===== config.mk =====
export PLATFORM = sky130hd
export DESIGN_NAME = roi_mean_color_segmenter
export DESIGN_NICKNAME = d
export VERILOG_FILES = /design/src/hdl/rmcs_pkg.sv /design/src/hdl/rmcs_ctrl.sv /design/src/hdl/rmcs_datapath.sv /design/src/hdl/roi_mean_color_segmenter.sv
export SDC_FILE = /design/constraint.sdc
export NUM_CORES = 1
export LEC_CHECK = 0
export ABC_AREA = 1
export BUFFER_PORTS_ARGS = -buffer_cell sky130_fd_sc_hd__clkbuf_2
export CORE_UTILIZATION = 55
export DETAILED_ROUTE_END_ITERATION = 12
export HOLD_SLACK_MARGIN = 0.15
export PLACE_DENSITY = 0.75
export RECOVER_POWER = 100
export SETUP_SLACK_MARGIN = 0.3
export SLEW_MARGIN = 20
export SYNTH_ARGS = -nofsm -noshare
export SYNTH_HDL_FRONTEND = slang
export SYNTH_HIERARCHICAL = 1
export SYNTH_SLANG_ARGS = --single-unit

===== constraint.sdc =====
create_clock -name clk_i -period 2.71 [get_ports clk_i]
set_input_delay 0.6775 -clock clk_i [delete_from_list [all_inputs] [get_ports clk_i]]
set_output_delay 0.6775 -clock clk_i [all_outputs]
set_load 0.01 [all_outputs]

===== src/hdl/rmcs_pkg.sv =====
`default_nettype none

package rmcs_pkg;

  localparam int unsigned PixW     = 8;
  localparam int unsigned DivSteps = 8;
  localparam int unsigned StepW    = $clog2(DivSteps);

  localparam logic       REQ_SAMPLE   = 1'b0;
  localparam logic       REQ_CLASSIFY = 1'b1;

  localparam logic [PixW-1:0] MASK_HIT       = 8'd255;
  localparam logic [PixW-1:0] MASK_MISS      = 8'd0;
  localparam logic [PixW-1:0] MAX_DIFF_RESET = 8'd65;

  // controller -> datapath
  typedef struct packed {
    logic add_sample;   // accumulate a reference sample (if room)
    logic classify;     // classify the pixel into the output register
    logic load_div;     // last sample: latch dividends/divisor, clear sums
    logic step_div;     // one restoring-division step
    logic done_div;     // final step: commit means
  } cmd_t;

  // datapath -> controller
  typedef struct packed {
    logic out_busy;     // output register holds a result not taken this cycle
  } status_t;

endpackage

`default_nettype wire


===== src/hdl/rmcs_ctrl.sv =====
`default_nettype none

module rmcs_ctrl
  import rmcs_pkg::*;
(
  input  wire logic    clk_i,
  input  wire logic    rst_ni,
  input  wire logic    s_valid_i,
  input  wire logic    s_req_i,
  input  wire logic    s_last_i,
  output logic         s_ready_o,
  input  wire status_t status_i,
  output cmd_t         cmd_o
);

  typedef enum logic {
    ST_IDLE,
    ST_DIVIDE
  } state_e;

  state_e            state_q;
  logic [StepW-1:0]  step_q;
  logic              accept;

  assign s_ready_o = (state_q == ST_IDLE) && !status_i.out_busy;
  assign accept    = s_valid_i && s_ready_o;

  always_comb begin
    cmd_o            = '0;
    cmd_o.add_sample = accept && (s_req_i == REQ_SAMPLE);
    cmd_o.classify   = accept && (s_req_i == REQ_CLASSIFY);
    cmd_o.load_div   = accept && (s_req_i == REQ_SAMPLE) && s_last_i;
    cmd_o.step_div   = (state_q == ST_DIVIDE);
    cmd_o.done_div   = (state_q == ST_DIVIDE) && (step_q == '0);
  end

  always_ff @(posedge clk_i or negedge rst_ni) begin
    if (!rst_ni) begin
      state_q <= ST_IDLE;
      step_q  <= '0;
    end else begin
      case (state_q)
        ST_IDLE: begin
          if (cmd_o.load_div) begin
            state_q <= ST_DIVIDE;
            step_q  <= StepW'(DivSteps - 1);
          end
        end
        ST_DIVIDE: begin
          if (step_q == '0) begin
            state_q <= ST_IDLE;
          end else begin
            step_q <= step_q - 1'b1;
          end
        end
        default: begin
          state_q <= ST_IDLE;
        end
      endcase
    end
  end

endmodule

`default_nettype wire


===== src/hdl/rmcs_datapath.sv =====
`default_nettype none

module rmcs_datapath
  import rmcs_pkg::*;
#(
  parameter int unsigned MAX_REGION_PIXELS = 4096
) (
  input  wire logic            clk_i,
  input  wire logic            rst_ni,
  input  wire cmd_t            cmd_i,
  output status_t              status_o,
  input  wire logic [PixW-1:0] blue_i,
  input  wire logic [PixW-1:0] green_i,
  input  wire logic [PixW-1:0] red_i,
  input  wire logic            cfg_we_i,
  input  wire logic [PixW-1:0] cfg_wdata_i,
  output logic                 out_valid_o,
  input  wire logic            out_ready_i,
  output logic                 out_match_o,
  output logic [PixW-1:0]      out_mask_o
);

  localparam int unsigned CntW = $clog2(MAX_REGION_PIXELS + 1);
  localparam int unsigned SumW = $clog2(MAX_REGION_PIXELS * 255 + 1);

  logic [PixW-1:0] max_diff_q;
  logic [SumW-1:0] sum_b_q, sum_g_q, sum_r_q;
  logic [SumW-1:0] sum_b_n, sum_g_n, sum_r_n;
  logic [CntW-1:0] cnt_q, cnt_n;
  logic            room;

  logic [SumW-1:0] rem_b_q, rem_g_q, rem_r_q;
  logic [SumW-1:0] dvs_q;
  logic [PixW-1:0] quo_b_q, quo_g_q, quo_r_q;
  logic            zero_cnt_q;
  logic            ge_b, ge_g, ge_r;

  logic [PixW-1:0] mean_b_q, mean_g_q, mean_r_q;
  logic [PixW-1:0] quo_b_n, quo_g_n, quo_r_n;

  logic [PixW:0]   dif_b, dif_g, dif_r;
  logic [PixW-1:0] abs_b, abs_g, abs_r;
  logic            hit;

  logic            out_vld_q;
  logic            out_match_q;
  logic [PixW-1:0] out_mask_q;

  // accumulate; the incoming sample is folded in before the divide loads
  assign room    = (cnt_q < CntW'(MAX_REGION_PIXELS));
  assign sum_b_n = room ? sum_b_q + SumW'(blue_i)  : sum_b_q;
  assign sum_g_n = room ? sum_g_q + SumW'(green_i) : sum_g_q;
  assign sum_r_n = room ? sum_r_q + SumW'(red_i)   : sum_r_q;
  assign cnt_n   = room ? cnt_q + 1'b1 : cnt_q;

  always_ff @(posedge clk_i or negedge rst_ni) begin
    if (!rst_ni) begin
      sum_b_q    <= '0;
      sum_g_q    <= '0;
      sum_r_q    <= '0;
      cnt_q      <= '0;
      max_diff_q <= MAX_DIFF_RESET;
    end else begin
      if (cfg_we_i) begin
        max_diff_q <= cfg_wdata_i;
      end
      if (cmd_i.load_div) begin
        sum_b_q <= '0;
        sum_g_q <= '0;
        sum_r_q <= '0;
        cnt_q   <= '0;
      end else if (cmd_i.add_sample) begin
        sum_b_q <= sum_b_n;
        sum_g_q <= sum_g_n;
        sum_r_q <= sum_r_n;
        cnt_q   <= cnt_n;
      end
    end
  end

  // restoring divider, shared divisor, 8 quotient bits (mean < 256)
  assign ge_b    = (rem_b_q >= dvs_q);
  assign ge_g    = (rem_g_q >= dvs_q);
  assign ge_r    = (rem_r_q >= dvs_q);
  assign quo_b_n = {quo_b_q[PixW-2:0], ge_b};
  assign quo_g_n = {quo_g_q[PixW-2:0], ge_g};
  assign quo_r_n = {quo_r_q[PixW-2:0], ge_r};

  always_ff @(posedge clk_i) begin
    if (cmd_i.load_div) begin
      rem_b_q    <= sum_b_n;
      rem_g_q    <= sum_g_n;
      rem_r_q    <= sum_r_n;
      dvs_q      <= SumW'(cnt_n) << (DivSteps - 1);
      zero_cnt_q <= (cnt_n == '0);
      quo_b_q    <= '0;
      quo_g_q    <= '0;
      quo_r_q    <= '0;
    end else if (cmd_i.step_div) begin
      rem_b_q <= ge_b ? rem_b_q - dvs_q : rem_b_q;
      rem_g_q <= ge_g ? rem_g_q - dvs_q : rem_g_q;
      rem_r_q <= ge_r ? rem_r_q - dvs_q : rem_r_q;
      dvs_q   <= dvs_q >> 1;
      quo_b_q <= quo_b_n;
      quo_g_q <= quo_g_n;
      quo_r_q <= quo_r_n;
    end
  end

  always_ff @(posedge clk_i or negedge rst_ni) begin
    if (!rst_ni) begin
      mean_b_q <= '0;
      mean_g_q <= '0;
      mean_r_q <= '0;
    end else if (cmd_i.done_div) begin
      mean_b_q <= zero_cnt_q ? '0 : quo_b_n;
      mean_g_q <= zero_cnt_q ? '0 : quo_g_n;
      mean_r_q <= zero_cnt_q ? '0 : quo_r_n;
    end
  end

  // classify
  assign dif_b = {1'b0, blue_i}  - {1'b0, mean_b_q};
  assign dif_g = {1'b0, green_i} - {1'b0, mean_g_q};
  assign dif_r = {1'b0, red_i}   - {1'b0, mean_r_q};
  assign abs_b = dif_b[PixW] ? PixW'(-dif_b) : dif_b[PixW-1:0];
  assign abs_g = dif_g[PixW] ? PixW'(-dif_g) : dif_g[PixW-1:0];
  assign abs_r = dif_r[PixW] ? PixW'(-dif_r) : dif_r[PixW-1:0];
  assign hit   = (abs_b < max_diff_q) && (abs_g < max_diff_q) && (abs_r < max_diff_q);

  always_ff @(posedge clk_i or negedge rst_ni) begin
    if (!rst_ni) begin
      out_vld_q <= 1'b0;
    end else if (cmd_i.classify) begin
      out_vld_q <= 1'b1;
    end else if (out_ready_i) begin
      out_vld_q <= 1'b0;
    end
  end

  always_ff @(posedge clk_i) begin
    if (cmd_i.classify) begin
      out_match_q <= hit;
      out_mask_q  <= hit ? MASK_HIT : MASK_MISS;
    end
  end

  assign status_o.out_busy = out_vld_q && !out_ready_i;
  assign out_valid_o       = out_vld_q;
  assign out_match_o       = out_match_q;
  assign out_mask_o        = out_mask_q;

endmodule

`default_nettype wire


===== src/hdl/roi_mean_color_segmenter.sv =====
`default_nettype none

// ROI mean color segmenter. Reference samples (tuser = 0) are summed per
// channel and counted, up to MAX_REGION_PIXELS per region; extra samples are
// dropped. The sample carrying tlast closes the region: it is added first,
// then each channel mean becomes sum / count (truncating, 0 for an empty
// region) and the sums clear. Pixels to classify (tuser = 1) produce one
// output transaction each: tuser = match, tdata = 255 on a match, else 0. A
// pixel matches when |pixel - mean| < max_diff on all three channels.
// max_diff resets to 65 and is written through cfg_we_i/cfg_wdata_i; the
// user must write it only while the block is idle; the block itself does
// not enforce this. Rate: one input transaction per cycle for samples and
// classify pixels, as long as the output register is free or being drained.
// The closing sample starts a shared-divisor restoring divider for the three
// means, one quotient bit per cycle; tready stays low until it is done.

module roi_mean_color_segmenter
  import rmcs_pkg::*;
#(
  parameter int unsigned MAX_REGION_PIXELS = 4096
) (
  input  wire logic        clk_i,
  input  wire logic        rst_ni,
  // configuration: max_diff
  input  wire logic        cfg_we_i,
  input  wire logic [7:0]  cfg_wdata_i,
  // input stream
  input  wire logic        s_axis_tvalid_i,
  output logic             s_axis_tready_o,
  input  wire logic [23:0] s_axis_tdata_i,   // [7:0] blue, [15:8] green, [23:16] red
  input  wire logic        s_axis_tuser_i,   // [0] req_type
  input  wire logic        s_axis_tlast_i,   // last_sample
  // result stream
  output logic             m_axis_tvalid_o,
  input  wire logic        m_axis_tready_i,
  output logic [7:0]       m_axis_tdata_o,   // [7:0] mask_value
  output logic             m_axis_tuser_o    // [0] is_match
);

  cmd_t    cmd;
  status_t status;

  rmcs_ctrl u_ctrl (
    .clk_i     (clk_i),
    .rst_ni    (rst_ni),
    .s_valid_i (s_axis_tvalid_i),
    .s_req_i   (s_axis_tuser_i),
    .s_last_i  (s_axis_tlast_i),
    .s_ready_o (s_axis_tready_o),
    .status_i  (status),
    .cmd_o     (cmd)
  );

  rmcs_datapath #(
    .MAX_REGION_PIXELS (MAX_REGION_PIXELS)
  ) u_datapath (
    .clk_i       (clk_i),
    .rst_ni      (rst_ni),
    .cmd_i       (cmd),
    .status_o    (status),
    .blue_i      (s_axis_tdata_i[7:0]),
    .green_i     (s_axis_tdata_i[15:8]),
    .red_i       (s_axis_tdata_i[23:16]),
    .cfg_we_i    (cfg_we_i),
    .cfg_wdata_i (cfg_wdata_i),
    .out_valid_o (m_axis_tvalid_o),
    .out_ready_i (m_axis_tready_i),
    .out_match_o (m_axis_tuser_o),
    .out_mask_o  (m_axis_tdata_o)
  );

endmodule

`default_nettype wire


==> results by group <==
Outcome
  – Status: finished with violations
  – Failing checks: setup timing

Placement
  – Placed Cells: between 2k and 3k
  – Port Buffer Count: 49
  – HPWL after DPL: 35880 um
  – Gp weighted congestion: 0.9352
  – Place WS: -0.6330 ns

Clock tree
  – CTS max path bufs: 3
  – CTS H-tree lvls: 1
  – CTS buffer count: 25
  – Clock slew at reported path FFs: about 0.07 ns
  – Latest clock arrival within the worst-skew pair: 0.54 ns
  – Sink Count: 213
  – CTS tree: yes
  – CTS root buffer: clkbuf_16

Timing
  – Final Hold Vio Count: 0
  – Final Skew: 0.02236 ns
  – RSZ-0062 raised after global routing: yes
  – Tmin final: about 2.8 ns
  – Measured slew at the worst slew-check pin: 1.005 ns
  – Max Clock Freq: 354.0 MHz
  – Setup TNS: -3.021 ns
  – Final slew viol count: 0
  – Endpoints failing setup: 51
  – Final worst setup slack: -0.1150 ns
  – Max-slew headroom: 33.03%
  – Fin crit share: 104.2%

Logic synthesis
  – Synth top cells by count: 775 x nand2_1, 328 x inv_1, 250 x nand3_1
  – Mapped Area: approximately 17000 um^2
  – Yosys warnings: 6
  – Netlist cell types: 48
  – Top cell type by total area after synthesis: nand2_1
  – Async set or reset register ratio after synthesis: a little over 50%
  – Register area share after synthesis: between 30% and 40%
  – Count leader, synth: nand2_1
  – Main synth FF type: dfrtp_1
  – EDFF count, synth: 75
  – Net count after synthesis: roughly 2.6k
  – Mapped Cells: 2406
  – Seq cells post-synth: 213
  – Mean cell area of the mapped netlist: 6.960 um^2
  – Top cells by area, synth: nand2_1 17%, dfrtp_1 16%, edfxtp_1 13%
  – Yosys top cell area share: 17.37%

Hold path
  – WHS Endpoint: u_datapath/max_diff_q[1]
  – Worst hold stages: 3
  – HP Start: cfg_wdata_i[1]
  – Worst Hold Class: in2reg

Detailed routing
  – DRT Pass-1 Iters: 9
  – Wire per inst: 16.20 um
  – Vias: 16.78k
  – Vias per cell: ~5.6
  – Final WL: slightly below 50000 um
  – DRT iter0 DRCs: between 1k and 1.5k
  – Drt drc: 0
  – Post-route ant nets: 0

Global route
  – Number of global-route vias before repair: 16.09k
  – Initial antenna violation count: 0
  – Largest net degree at the start of global routing: 45
  – GRT overflow: 0
  – First-pass GRT wire length: 77630 um
  – GRT Total Usage: 30.70%

Layout
  – Fin util: 66.73%
  – Ant diodes: 0
  – Layout fillers: 2612
  – # nets final: 2753
  – Multi-input logic area: 10120 um^2
  – Layout cells sized above 1: 13.09%
  – Area growth syn-to-layout: 18.73%
  – Final Non-Filler Cells: 2979
  – Storage cell area: 5569 um^2

Setup path
  – RR Endpoint: u_datapath/out_mask_o[6]
  – Setup CP Type: reg2reg
  – CP arrival: 3.11 ns
  – CP Max Fanout: 3
  – Crit path capture type: register
  – Startpoint types: register
  – Reg2Reg Depth: 15
  – Critical Path RT: 2.99 ns
  – Reg2reg setup slack: -0.11 ns
  – R2R Path Start: u_datapath/mean_b_q[0]

Pwr
  – Peak VDD IR: 0.5509 mV
  – Final Power: ~0.028 W
  – Cell Pwr Density: approximately 1400 nW/um^2
  – P_leak: 9.759 nW

Floorplanning
  – Core Footprint: between 20000 and 30000 um^2
  – Top Ports: 50
  – Row count: between 60 and 70
  – DIE HEIGHT: 176.5 um
  – Initial Util: 56.20%
  – Die area: approximately 31000 um^2
  – Die W: 176.5 um

Flow run
  – Max-cap violation count: 0
-- timing repair --
item                                   CTS  global route
hold buffers                             1             0
gates resized for setup                 35            73
endpoints found under the hold margin   33             0
pin swaps                               27            28
setup buffers                           12            21
gates cloned                             2             5
setup endpoints to repair               61            82
-- how the worst max path moves through the flow --
stage / start / to / slack, ns
after floorplan: s_axis_tdata_i[0] / u_datapath/out_mask_o[6] / -0.20
after global placement: s_axis_tdata_i[0] / u_datapath/out_mask_o[6] / -0.58
after detailed placement: s_axis_tdata_i[0] / u_datapath/out_mask_o[6] / -0.63
after CTS: u_datapath/mean_b_q[0] / u_datapath/out_mask_o[6] / -0.12
after global routing: u_datapath/mean_b_q[0] / u_datapath/out_mask_o[6] / -0.30
final: u_datapath/mean_b_q[0] / u_datapath/out_mask_o[6] / -0.11
-- metrics by stage --
stage / hold WS (ns) / area, um^2
floorplan: 0.3819 / 16820
finish: 0.3523 / 19880
detailed placement: 0.4519 / 18170
global route: 0.3528 / 19880
global placement: 0.4409 / 18170
CTS: 0.3361 / 19350
-- per-layer routing --
metal / up-vias / GRT usage [%] / share of wire, %
li1: 8271 / - / -
met1: 7916 / 40.15 / 44
met2: 514 / 54.10 / 48
met3: 79 / 3.187 / 5.7
met4: 0 / 7.435 / 2.4
met5: - / 0 / 0
-- worst max-delay path: stages, from the launching register on --
cell	delay [ns]
dfrtp_1	0.43
ha_4	0.18
fa_2	0.56
nand2_1	0.07
nor2_2	0.12
nand3_1	0.09
nor2_2	0.11
nand3_1	0.10
nand3_1	0.08
nand2_1	0.08
ha_4	0.28
inv_2	0.04
o31ai_2	0.24
a21oi_1	0.06
nand2_1	0.08
nor3_1	0.04
-- state kept, by name, indices dropped and copies added, names as in the netlist --
name and count:
u_datapath/max_diff_q 8, u_datapath/rem_g_q 20, u_datapath/mean_r_q 8, u_datapath/quo_b_q 7, u_datapath/zero_cnt_q 1, u_datapath/cnt_q 13, u_datapath/out_valid_o 1, u_datapath/quo_r_q 7
u_ctrl/state_q 1, u_datapath/out_mask_o 1, u_datapath/quo_g_q 7, u_ctrl/step_q 3, u_datapath/mean_g_q 8, u_datapath/sum_r_q 20, u_datapath/rem_b_q 20, u_datapath/mean_b_q 8
u_datapath/sum_b_q 20, u_datapath/rem_r_q 20, u_datapath/sum_g_q 20, u_datapath/dvs_q 20
-- placed cells by master, fill, tap and decap left out, types with 7 or more instances in the layout --
| master | instances |
|---|---|
| a21oi_1 | 96 |
| inv_2 | 15 |
| buf_12 | 12 |
| nand3_1 | 248 |
| nand2_1 | 767 |
| or2_2 | 10 |
| nor2_1 | 122 |
| clkbuf_1 | 20 |
| nor3_1 | 21 |
| o21bai_1 | 13 |
| nand2_2 | 9 |
| edfxtp_1 | 75 |
| dfrtp_1 | 108 |
| inv_1 | 310 |
| nand3b_1 | 33 |
| dfxtp_1 | 27 |
| buf_6 | 7 |
| xnor2_1 | 21 |
| ha_1 | 111 |
| buf_4 | 100 |
| xor2_1 | 23 |
| nor2_2 | 8 |
| ha_4 | 21 |
| o22ai_1 | 72 |
| nand4_1 | 40 |
| clkinvlp_4 | 9 |
| nor4_1 | 8 |
| o21ai_0 | 90 |
| clkbuf_16 | 29 |
| clkbuf_2 | 45 |
-- cells by family (layout without fill, tap and decap cells) --
family / after synthesis / count (layout) / share of synthesized area, %
and+or+nand+nor: 1304 / 1304 / 33.54
AOI/OAI and AO/OA: 305 / 305 / 10.22
xor gates and xnor gates: 47 / 47 / 2.503
adders and majority gates: 144 / 144 / 11.16
buffers and inverters: 390 / 573 / 9.138
DFF: 213 / 213 / 33.25
muxes: 3 / 3 / 0.1868
-- power breakdown --
part	switching, W	total [W]	leakage (nW)	internal (W)
Combinational	0.0109	0.0184	6.95	0.00750
Sequential	0.000896	0.00620	2.40	0.00530
Clock	0.00144	0.00356	0.407	0.00211
-- layout make-up --
type	count	area share, %
Multi-Input combinational cell	1803	50.90
Sequential cell	213	28.01
Timing Repair Buffer	194	7.885
Inverter	333	6.438
Clock buffer	30	3.291
Tap cell	390	2.454
Clock inverter	16	1.026
(Power assumes the default switching activity.)
